[config.mk]
export PLATFORM = sky130hd
export DESIGN_NAME = positional_insert_delete_array
export DESIGN_NICKNAME = d
export VERILOG_FILES = /design/src/rtl/pida_pkg.sv /design/src/rtl/positional_insert_delete_array.sv /design/src/rtl/pida_cell.sv
export SDC_FILE = /design/constraint.sdc
export NUM_CORES = 2
export LEC_CHECK = 0
export BUFFER_PORTS_ARGS = -buffer_cell sky130_fd_sc_hd__buf_2
export CAP_MARGIN = 20
export CORE_ASPECT_RATIO = 1.75
export CORE_UTILIZATION = 49
export CTS_CLUSTER_DIAMETER = 100
export DETAILED_ROUTE_END_ITERATION = 8
export PLACE_DENSITY_LB_ADDON = 0.15
export SYNTH_ARGS = -nofsm -noshare
export SYNTH_HDL_FRONTEND = slang
export SYNTH_SLANG_ARGS = --single-unit
[constraint.sdc]
create_clock -name clk -period 6.14 [get_ports clk]
set_input_delay 1.228 -clock clk [delete_from_list [all_inputs] [get_ports clk]]
set_output_delay 1.228 -clock clk [all_outputs]
set_load 0.03 [all_outputs]
[src/rtl/pida_pkg.sv]
package pida_pkg;

  // Default sizes of the store
  localparam int DEPTH_DEF      = 32;
  localparam int WORD_WIDTH_DEF = 32;

  // Operation codes
  localparam logic [1:0] OP_REMOVE = 2'd0;
  localparam logic [1:0] OP_INSERT = 2'd1;
  localparam logic [1:0] OP_DUMP   = 2'd2;

  // Status codes
  localparam logic [1:0] ST_OK    = 2'd0;
  localparam logic [1:0] ST_RANGE = 2'd1;
  localparam logic [1:0] ST_FULL  = 2'd2;
  localparam logic [1:0] ST_EMPTY = 2'd3;

  // Cell modes
  localparam logic [1:0] CM_HOLD = 2'd0;
  localparam logic [1:0] CM_INS  = 2'd1;
  localparam logic [1:0] CM_REM  = 2'd2;
  localparam logic [1:0] CM_ROT  = 2'd3;

  typedef struct packed {
    logic [1:0]  operation;
    logic [5:0]  position;
    logic [31:0] value;
  } in_item_t;

  typedef struct packed {
    logic [1:0]  status;
    logic        has_data;
    logic [31:0] data;
    logic [4:0]  entry_index;
    logic [5:0]  fill;
    logic        last;
  } out_item_t;

  // Broadcast control to every cell of the row
  typedef struct packed {
    logic [1:0] mode;
    logic [5:0] idx;
  } cell_ctrl_t;

endpackage

[src/rtl/positional_insert_delete_array.sv]
// Insert, remove, unused opcode and dump of an empty store: one result, shown
// the cycle after the item is accepted; such items may be taken every cycle.
// Non-empty dump: one result per stored entry on consecutive cycles, the first
// coming from the dump state through the output register; busy is high while
// the row rotates, and no new item is accepted then. The receiver cannot stall.
// Synchronous active-low reset empties the store; entries are not cleared.
module positional_insert_delete_array #(
  parameter int DEPTH      = pida_pkg::DEPTH_DEF,
  parameter int WORD_WIDTH = pida_pkg::WORD_WIDTH_DEF
) (
  input  logic                clk,
  input  logic                rst_n,
  input  logic                start,
  output logic                busy,
  input  pida_pkg::in_item_t  in_item,
  output logic                out_valid,
  output pida_pkg::out_item_t out_item
);

  localparam int CntW  = $clog2(DEPTH + 1);
  localparam int CellW = (WORD_WIDTH < 32) ? WORD_WIDTH : 32;

  localparam logic S_IDLE = 1'b0;
  localparam logic S_DUMP = 1'b1;

  logic                state_r, state_nxt;
  logic [CntW-1:0]     count_r, count_nxt;
  logic [5:0]          dump_idx_r, dump_idx_nxt;
  logic                out_valid_r, out_valid_nxt;
  pida_pkg::out_item_t out_r, out_nxt;

  pida_pkg::cell_ctrl_t ctrl;
  logic [CellW-1:0]     word;
  logic [CellW-1:0]     cell_q [DEPTH];
  logic                 accept;
  logic [7:0]           pos_w, cnt_w;

  // Row of cells, each linked to its neighbors
  for (genvar i = 0; i < DEPTH; i++) begin : g_cell
    logic [CellW-1:0] left_w, right_w;
    if (i == 0) begin : g_first
      assign left_w = '0;
    end else begin : g_mid_l
      assign left_w = cell_q[i-1];
    end
    if (i == DEPTH - 1) begin : g_end
      assign right_w = '0;
    end else begin : g_mid_r
      assign right_w = cell_q[i+1];
    end
    pida_cell #(
      .CELL_W   (CellW),
      .CELL_IDX (i)
    ) u_cell (
      .clk   (clk),
      .ctrl  (ctrl),
      .word  (word),
      .left  (left_w),
      .right (right_w),
      .q     (cell_q[i])
    );
  end

  assign busy   = (state_r == S_DUMP);
  assign accept = start && !busy;
  assign pos_w  = 8'(in_item.position);
  assign cnt_w  = 8'(count_r);

  // Decode the item, drive the row and build the next result
  always_comb begin
    state_nxt     = state_r;
    count_nxt     = count_r;
    dump_idx_nxt  = dump_idx_r;
    out_valid_nxt = 1'b0;
    out_nxt       = '0;
    out_nxt.fill  = 6'(count_r);
    out_nxt.last  = 1'b1;
    ctrl.mode     = pida_pkg::CM_HOLD;
    ctrl.idx      = 6'(in_item.position - 6'd1);
    word          = in_item.value[CellW-1:0];

    if (state_r == S_DUMP) begin
      // Emit the front entry and rotate the stored entries forward
      out_valid_nxt        = 1'b1;
      out_nxt.status       = pida_pkg::ST_OK;
      out_nxt.has_data     = 1'b1;
      out_nxt.data[CellW-1:0] = cell_q[0];
      out_nxt.entry_index  = 5'(dump_idx_r);
      out_nxt.last         = ((8'(dump_idx_r) + 8'd1) == cnt_w);
      ctrl.mode            = pida_pkg::CM_ROT;
      ctrl.idx             = 6'(cnt_w - 8'd1);
      word                 = cell_q[0];
      dump_idx_nxt         = dump_idx_r + 6'd1;
      if (out_nxt.last) state_nxt = S_IDLE;
    end else if (accept) begin
      out_valid_nxt = 1'b1;
      case (in_item.operation)
        pida_pkg::OP_INSERT: begin
          if (cnt_w >= 8'(DEPTH)) begin
            out_nxt.status = pida_pkg::ST_FULL;
          end else if (pos_w < 8'd1 || pos_w > cnt_w + 8'd1) begin
            out_nxt.status = pida_pkg::ST_RANGE;
          end else begin
            ctrl.mode    = pida_pkg::CM_INS;
            count_nxt    = count_r + CntW'(1);
            out_nxt.fill = 6'(count_nxt);
          end
        end
        pida_pkg::OP_REMOVE: begin
          if (cnt_w == 8'd0) begin
            out_nxt.status = pida_pkg::ST_EMPTY;
          end else if (pos_w < 8'd1 || pos_w > cnt_w) begin
            out_nxt.status = pida_pkg::ST_RANGE;
          end else begin
            ctrl.mode    = pida_pkg::CM_REM;
            count_nxt    = count_r - CntW'(1);
            out_nxt.fill = 6'(count_nxt);
          end
        end
        pida_pkg::OP_DUMP: begin
          if (cnt_w == 8'd0) begin
            out_nxt.status = pida_pkg::ST_EMPTY;
          end else begin
            // Results come from the dump state that this item enters
            out_valid_nxt = 1'b0;
            state_nxt     = S_DUMP;
            dump_idx_nxt  = 6'd0;
          end
        end
        default: out_nxt.status = pida_pkg::ST_RANGE;
      endcase
    end
  end

  always_ff @(posedge clk) begin
    if (!rst_n) begin
      state_r     <= S_IDLE;
      count_r     <= '0;
      dump_idx_r  <= '0;
      out_valid_r <= 1'b0;
    end else begin
      state_r     <= state_nxt;
      count_r     <= count_nxt;
      dump_idx_r  <= dump_idx_nxt;
      out_valid_r <= out_valid_nxt;
    end
  end

  always_ff @(posedge clk) begin
    out_r <= out_nxt;
  end

  assign out_valid = out_valid_r;
  assign out_item  = out_r;

endmodule

[src/rtl/pida_cell.sv]
module pida_cell #(
  parameter int CELL_W   = 32,
  parameter int CELL_IDX = 0
) (
  input  logic                 clk,
  input  pida_pkg::cell_ctrl_t ctrl,
  input  logic [CELL_W-1:0]    word,
  input  logic [CELL_W-1:0]    left,
  input  logic [CELL_W-1:0]    right,
  output logic [CELL_W-1:0]    q
);

  localparam logic [5:0] MyIdx = 6'(CELL_IDX);

  logic [CELL_W-1:0] q_r;
  logic [CELL_W-1:0] q_nxt;

  // Pick the next entry from a neighbor, the broadcast word, or hold
  always_comb begin
    q_nxt = q_r;
    case (ctrl.mode)
      pida_pkg::CM_INS: begin
        if (MyIdx > ctrl.idx) q_nxt = left;
        else if (MyIdx == ctrl.idx) q_nxt = word;
      end
      pida_pkg::CM_REM: begin
        if (MyIdx >= ctrl.idx) q_nxt = right;
      end
      pida_pkg::CM_ROT: begin
        if (MyIdx == ctrl.idx) q_nxt = word;
        else if (MyIdx < ctrl.idx) q_nxt = right;
      end
      default: q_nxt = q_r;
    endcase
  end

  always_ff @(posedge clk) begin
    q_r <= q_nxt;
  end

  assign q = q_r;

endmodule

# After elaboration in Yosys (flattened, before gate mapping)
# Cells that the tools add are included.
totals:
  regBits: 1085
  output_inout_bits: 49
  wordCells: 556
op_classes:
  add_sub_neg: 7
  magnitude_cmp: 100
  eq_ne: 134
  muxes: 228
  bitwise_logic: 1
  reduce_logical: 44
op_table:
  columns: ["cell", "count"]
  rows:
  - ["32-bit 2-to-1 mux", 161]
  - ["32-bit one-hot mux with 3 select lines", 32]
  - ["3-bit by 1-bit inequality test with 1-bit output (second input constant)", 64]
  - ["4-bit AND reduction", 32]
  - ["5-bit by 6-bit == test with 1-bit output (first input constant)", 16]
  - ["5-bit by 6-bit greater-or-equal comparator with 1-bit output (first input constant)", 16]
  - ["5-bit by 6-bit greater-than comparator with 1-bit output (first input constant)", 16]
  - ["5-bit by 6-bit less-than comparator with 1-bit output (first input constant)", 16]
  - ["6-bit 2-to-1 mux", 11]
  - ["2-bit by 1-bit inequality test with 1-bit output (second input constant)", 32]
  - ["4-bit by 6-bit == test with 1-bit output (first input constant)", 8]
  - ["4-bit by 6-bit greater-or-equal comparator with 1-bit output (first input constant)", 8]
  - ["4-bit by 6-bit greater-than comparator with 1-bit output (first input constant)", 8]
  - ["4-bit by 6-bit less-than comparator with 1-bit output (first input constant)", 8]
  - ["38-bit 2-to-1 mux", 1]
  - ["3-bit by 6-bit == test with 1-bit output (first input constant)", 4]
  - ["3-bit by 6-bit greater-or-equal comparator with 1-bit output (first input constant)", 4]
  - ["3-bit by 6-bit greater-than comparator with 1-bit output (first input constant)", 4]
  - ["3-bit by 6-bit less-than comparator with 1-bit output (first input constant)", 4]
  - ["6-bit by 1-bit subtractor with 6-bit output (second input constant)", 3]
  - ["6-bit by 1-bit adder with 7-bit output (second input constant)", 2]
  - ["2-bit 2-to-1 mux", 7]
  - ["1-bit 2-to-1 mux", 13]
  - ["6-bit by 1-bit adder with 6-bit output (second input constant)", 2]
  - ["30 further kinds", 42]

# Depth between registers and ports, before layout
logic_depth:
  depth_word: 11
  depth_mapped: 13
  depth_no_buf: 12

# Cells and area by module
# From an unflattened synthesis, not the netlist that was laid out.
unflattened:
  cells_unflattened: 5921
  hier_area_um2: 68366.8
by_module_without_submodules:
  columns: ["module", "n_inst", "cells_each", "area_per_inst_um2"]
  rows:
  - ["positional_insert_delete_array", 1, 344, 3188.1]
  - ["pida_cell at g_cell[24].u_cell", 1, 265, 2648.8]
  - ["pida_cell at g_cell[15].u_cell", 1, 260, 2628.8]
  - ["pida_cell at g_cell[11].u_cell", 1, 274, 2586.2]
  - ["pida_cell at g_cell[31].u_cell", 1, 270, 2541.2]
  - ["pida_cell at g_cell[4].u_cell", 1, 198, 2377.3]
  - ["pida_cell at g_cell[8].u_cell", 1, 237, 2253.4]
  - ["pida_cell at g_cell[27].u_cell", 1, 185, 2205.9]
  - ["pida_cell at g_cell[16].u_cell", 1, 232, 2198.4]
  - ["pida_cell at g_cell[14].u_cell", 1, 189, 2194.6]
  - ["pida_cell at g_cell[12].u_cell", 1, 189, 2190.9]
  - ["pida_cell at g_cell[19].u_cell", 1, 185, 2184.6]
  - ["pida_cell at g_cell[18].u_cell", 1, 153, 2108.3]
  - ["pida_cell at g_cell[21].u_cell", 1, 151, 2102.0]
  - ["+19 rows", null, null, null]

# Worst setup path before layout
# Ideal clock, no wire load.
synth_path:
  kind: "input -> register"
  from: "input port in_item[33] (netlist bit)"
  to: "register g_cell[31].u_cell.q_r[0], enable pin"
  setup_ns: 0.511
  t_arrival_ns: 6.145
  required_time_ns: 5.629
  setup_slack_ns: -0.516
  stages: 8
  path_buffers: 0
  path_cell_list: "ha_1 > nor2b_1 > o21ai_0 > a21oi_1 > o21a_1 > nor3_1 > a31oi_1 > o41ai_1"
synth_between:
  elab_chain_cells: 10
  word_cells_on_any_way: 26
synth_rtl:
  columns: ["item", "line", "rtl"]
  rows:
  - ["from (decl)", "positional_insert_delete_array.sv:15", "input pida_pkg::in_item_t in_item,"]
  - ["6-bit by 7-bit greater-than comparator with 1-bit output, or another cell as far along", "positional_insert_delete_array.sv:101", "end else if (pos_w < 8'd1 || pos_w > cnt_w + 8'd1) begin"]
  - ["1-bit logical OR, on equally long branches", "positional_insert_delete_array.sv:101, positional_insert_delete_array.sv:112", null]
  - ["1-bit 2-to-1 mux or 2-bit 2-to-1 mux (tied branches)", "positional_insert_delete_array.sv:101, positional_insert_delete_array.sv:112", null]
  - ["1-bit 2-to-1 mux or 2-bit 2-to-1 mux (tied branches)", "positional_insert_delete_array.sv:99, positional_insert_delete_array.sv:110", null]
  - ["2-bit one-hot mux with 2 select lines", "positional_insert_delete_array.sv:97", "case (in_item.operation)"]
  - ["2-bit 2-to-1 mux", "positional_insert_delete_array.sv:95", "end else if (accept) begin"]
  - ["2-bit 2-to-1 mux", "positional_insert_delete_array.sv:82", "if (state_r == S_DUMP) begin"]
  - ["2-bit == test or 2-bit by 1-bit == test with 1-bit output (tied branches)", "pida_cell.sv:21", "case (ctrl.mode)"]
  - ["3-bit by 1-bit inequality test with 1-bit output (no line), or another cell as far along", null, null]
  - ["4-bit AND reduction (no line) *", null, null]
  - ["to (signal assigned)", "pida_cell.sv:38", "q_r <= q_nxt;"]
  - ["to (decl)", "pida_cell.sv:15", "logic [CELL_W-1:0] q_r;"]
# Every way passes the cells marked *; elsewhere a longest branch is shown, timed or not.
# A chain may end at the register's enable or synchronous reset.

# Worst setup path after layout
layout_path:
  from: "register count_r[1]"
  to: "register g_cell[8].u_cell.q_r[30], enable pin"
layout_between:
  elab_chain_cells: 11
  word_cells_on_any_way: 28
layout_rtl:
  columns: ["item", "line", "rtl"]
  rows:
  - ["from (decl)", "positional_insert_delete_array.sv:27", "logic [CntW-1:0] count_r, count_nxt;"]
  - ["from (signal assigned)", "positional_insert_delete_array.sv:143", "count_r <= count_nxt;"]
  - ["6-bit by 1-bit adder with 7-bit output", "positional_insert_delete_array.sv:101", null]
  - ["6-bit by 7-bit greater-than comparator with 1-bit output", "positional_insert_delete_array.sv:101", null]
  - ["1-bit logical OR", "positional_insert_delete_array.sv:101", null]
  - ["1-bit 2-to-1 mux", "positional_insert_delete_array.sv:101", null]
  - ["1-bit 2-to-1 mux", "positional_insert_delete_array.sv:99", "if (cnt_w >= 8'(DEPTH)) begin"]
  - ["2-bit one-hot mux with 2 select lines", "positional_insert_delete_array.sv:97", null]
  - ["2-bit 2-to-1 mux", "positional_insert_delete_array.sv:95", null]
  - ["2-bit 2-to-1 mux", "positional_insert_delete_array.sv:82", null]
  - ["2-bit == test or 2-bit by 1-bit == test with 1-bit output (tied branches)", "pida_cell.sv:21", null]
  - ["3-bit by 1-bit inequality test with 1-bit output (no line), or another cell as far along", null, null]
  - ["4-bit AND reduction (no line) *", null, null]
  - ["to (signal assigned)", "pida_cell.sv:38", null]
  - ["to (decl)", "pida_cell.sv:15", null]
# Marked as above.

==> flow_metrics.tcl <==
set metrics [dict create \
    reg2reg_slack_ps 1120 \
    hold_buffers 0 \
    outcome "finished clean" \
    cpMaxStageDelayCell "a22o_2" \
    htree_levels 3 \
    critPathCaptureType "register" \
    yosysSeqAreaShare_pct 52.0 \
    grt_first_pass_wirelength_um 334000 \
    grt.met3_usage_pct 5.88 \
    drt_iter0_drc 7539 \
    vdd_drop_max_mv 0.268 \
    clkSinkCount 1085 \
    numCtsBuffers 106 \
    dp_hpwl_um 152000 \
    ys.flop_type "edfxtp_1" \
    setup-tns-final_ps 0 \
    die_area_mm2 0.127 \
    p_leak_nw 22.8 \
    critPathBufInv 2 \
    post-place-ws_ps 874 \
    cp.required_ps 6470 \
    path_delay_family "compound AO/OA/AOI/OAI gates" \
    start_kind "register" \
    vias_per_cell 6.86 \
    row_count 171 \
    grt_max_degree 173 \
    syn_to_final_growth_pct 11.1 \
    synth_largest_area_cell "edfxtp_1" \
    setup_viol 0 \
    clock_skew_ps 27.8 \
    synth.avg_cell_area_um2 9.59 \
    worst_r2r_path_depth 9 \
    start_util_pct 49.4 \
    fin_ws_ps 1120 \
    hold_class "register to register" \
    hold_depth 1 \
    nets 6218 \
    coreArea_mm2 0.124 \
    cts_root_buf "clkbuf_16" \
    postCtsSetupRepairBufs 0 \
    cts-resized-gates 0 \
    synth_edf_count 1024 \
    grt_use_met1_pct 44.7 \
    portBuffers 91 \
    synth_common_cells "nand2_1 (1067), edfxtp_1 (1024), clkbuf_1 (564)" \
    wirelength_um 226000 \
    rsz0062_at_grt "false" \
    via_count 54100 \
    clk_path_buf_depth 3 \
    rr_endpoint "g_cell[8].u_cell.q[30]$_DFFE_PP_" \
    criticalPathCategory "register to register" \
    nFillCells 10900 \
    gp_congestion 0.971 \
    path_cells "inv_1 > ha_1 > xnor2_1 > mux2i_1 > buf_4 > nor2_1 > o211ai_1 > o21ai_0 > a22o_2" \
    firstDrtPassIters 8 \
    power_density_mw_per_mm2 264 \
    maxCapViolations 0 \
    max_stage_delay_ps 950 \
    critPathLaunch "count_r[1]$_SDFF_PN0_" \
    fmax_ghz 0.199 \
    fp.dieH_um 470 \
    relSlewSlack_pct 17.9 \
    critical_path.reg2reg.startpoint "count_r[1]$_SDFF_PN0_" \
    synthTopCellsByArea "edfxtp_1 (50%), nand2_1 (6.5%), o211ai_1 (4.4%)" \
    netlist_instances 6407 \
    drv_slew 0 \
    pin_count 92 \
    ant_nets 0 \
    yosys_warnings 0 \
    top_usage_layer "met2" \
    cp_max_fo 32 \
    synth_seq_cells 1085 \
    grt_pass1_vias 51500 \
    path_depth 9 \
    endpoint "g_cell[8].u_cell.q[30]$_DFFE_PP_" \
    finalHoldViolCount 0 \
    grtUsageTotal_pct 34.7 \
    fin_crit_ps 5020 \
    syn-cell-area_mm2 0.0614 \
    post-route-period-util_pct 81.8 \
    yosysMostFrequentCell "nand2_1" \
    met2_usage_pct 57.4 \
    drive_gt1_share_pct 11.4 \
    wl_per_cell_um 28.6 \
    synth_top_area_share_pct 50.1 \
    overflow 0 \
    path_clk_slew_ps 70 \
    async_reset_ff_share_pct 0 \
    register_area_mm2 0.0320 \
    worstMarginPinSlew_ps 1220 \
    multi_input_area_mm2 0.0272 \
    cts_tree "built" \
    ys_types 80 \
    drcViolationCount 0 \
    die_x_um 270 \
    arrival_ps 5350 \
    clk_latency_ps 740 \
    synth_nets 6467 \
    antenna_found_initial 2 \
]
[layout by cell type, fill, tap and decap left out, drive strengths merged, types with 41 or more instances in the layout]
cell type     n
dfxtp        61
mux2i       131
nor2        563
buf         346
o31ai        45
o22ai        50
mux2         42
clkbuf      142
o211ai      364
nand2      1067
a21oi       131
a211oi      110
edfxtp     1024
o221ai      235
inv         144
a31oi       262
a221o       198
a22oi       205
clkinv       41
o21ai       495
nand3       315
[flip-flops by register name (all words and copies together) (netlist names)]
name,count
g_cell.u_cell.q,1024
count_r,6
busy,1
out_valid,1
dump_idx_r,6
out_item,47
[metrics by stage]
stage / area [um^2] / power (mW) / hold WS, ps / cells / util, %
after CTS: 68200 / 18.0 / 512 / 7888 / 54.8
after floorplan: 61500 / 10.2 / 482 / 6407 / -
final: 68200 / 18.0 / 514 / 7895 / 54.9
after detailed placement: 64500 / 11.0 / 502 / 7688 / 51.9
after global routing: 68200 / 18.5 / 540 / 7894 / 54.9
after global placement: 64500 / 10.9 / 509 / 7687 / 51.9
[layer usage]
| metal | routed length, um | vias up |
|---|---|---|
| met2 | 108000 | 3436 |
| met5 | 0 | - |
| li1 | - | 24000 |
| met1 | 85600 | 26100 |
| met4 | 9460 | 0 |
| met3 | 22800 | 587 |
[area by class of cell]
class                           count  area share, %
Antenna cell                        2        0.00733
Clock buffer                      141           4.38
Clock inverter                     59           1.01
Inverter                          143          0.790
Multi-Input combinational cell   4475           39.9
Sequential cell                  1085           46.9
Tap cell                         1643           3.01
Timing Repair Buffer              347           4.08
[power breakdown]
group          total [mW]  switching, mW  internal [mW]
Clock                7.09           3.07           4.02
Combinational        2.47           1.60          0.872
Sequential           8.43         0.0678           8.36
[worst register-to-register path, cell delays in order, from the launching register on]
cell,delay (ps)
dfxtp_1,630
inv_1,270
ha_1,340
xnor2_1,890
mux2i_1,160
buf_4,260
nor2_1,660
o211ai_1,290
o21ai_0,150
a22o_2,950
[kinds of logic (layout without fill, tap and decap cells)]
group                      after synthesis  in the layout  share of synthesized area (%)
and+or+nand+nor                       2080           2080                           13.9
AOI/OAI and AO/OA                     2186           2186                           25.1
xor gates and xnor gates                19             19                          0.271
adders and majority gates               17             17                          0.346
muxes                                  173            173                           2.90
other                                    0              2                              0
DFF                                   1085           1085                           52.0
buffers and inverters                  847            690                           5.39
[worst min-delay path by stage]
| stage | from | to | slack, ps |
|---|---|---|---|
| detailed placement | dump_idx_r[1]$_SDFFE_PN0P_ | out_item[8]$_SDFF_PN0_ | 500 |
| global route | dump_idx_r[1]$_SDFFE_PN0P_ | out_item[8]$_SDFF_PN0_ | 540 |
| finish | dump_idx_r[1]$_SDFFE_PN0P_ | out_item[8]$_SDFF_PN0_ | 510 |
| CTS | dump_idx_r[1]$_SDFFE_PN0P_ | out_item[8]$_SDFF_PN0_ | 510 |
| floorplan | dump_idx_r[1]$_SDFFE_PN0P_ | out_item[8]$_SDFF_PN0_ | 480 |
| global placement | dump_idx_r[1]$_SDFFE_PN0P_ | out_item[8]$_SDFF_PN0_ | 510 |
Note: power is estimated with default switching activity, not from simulation.
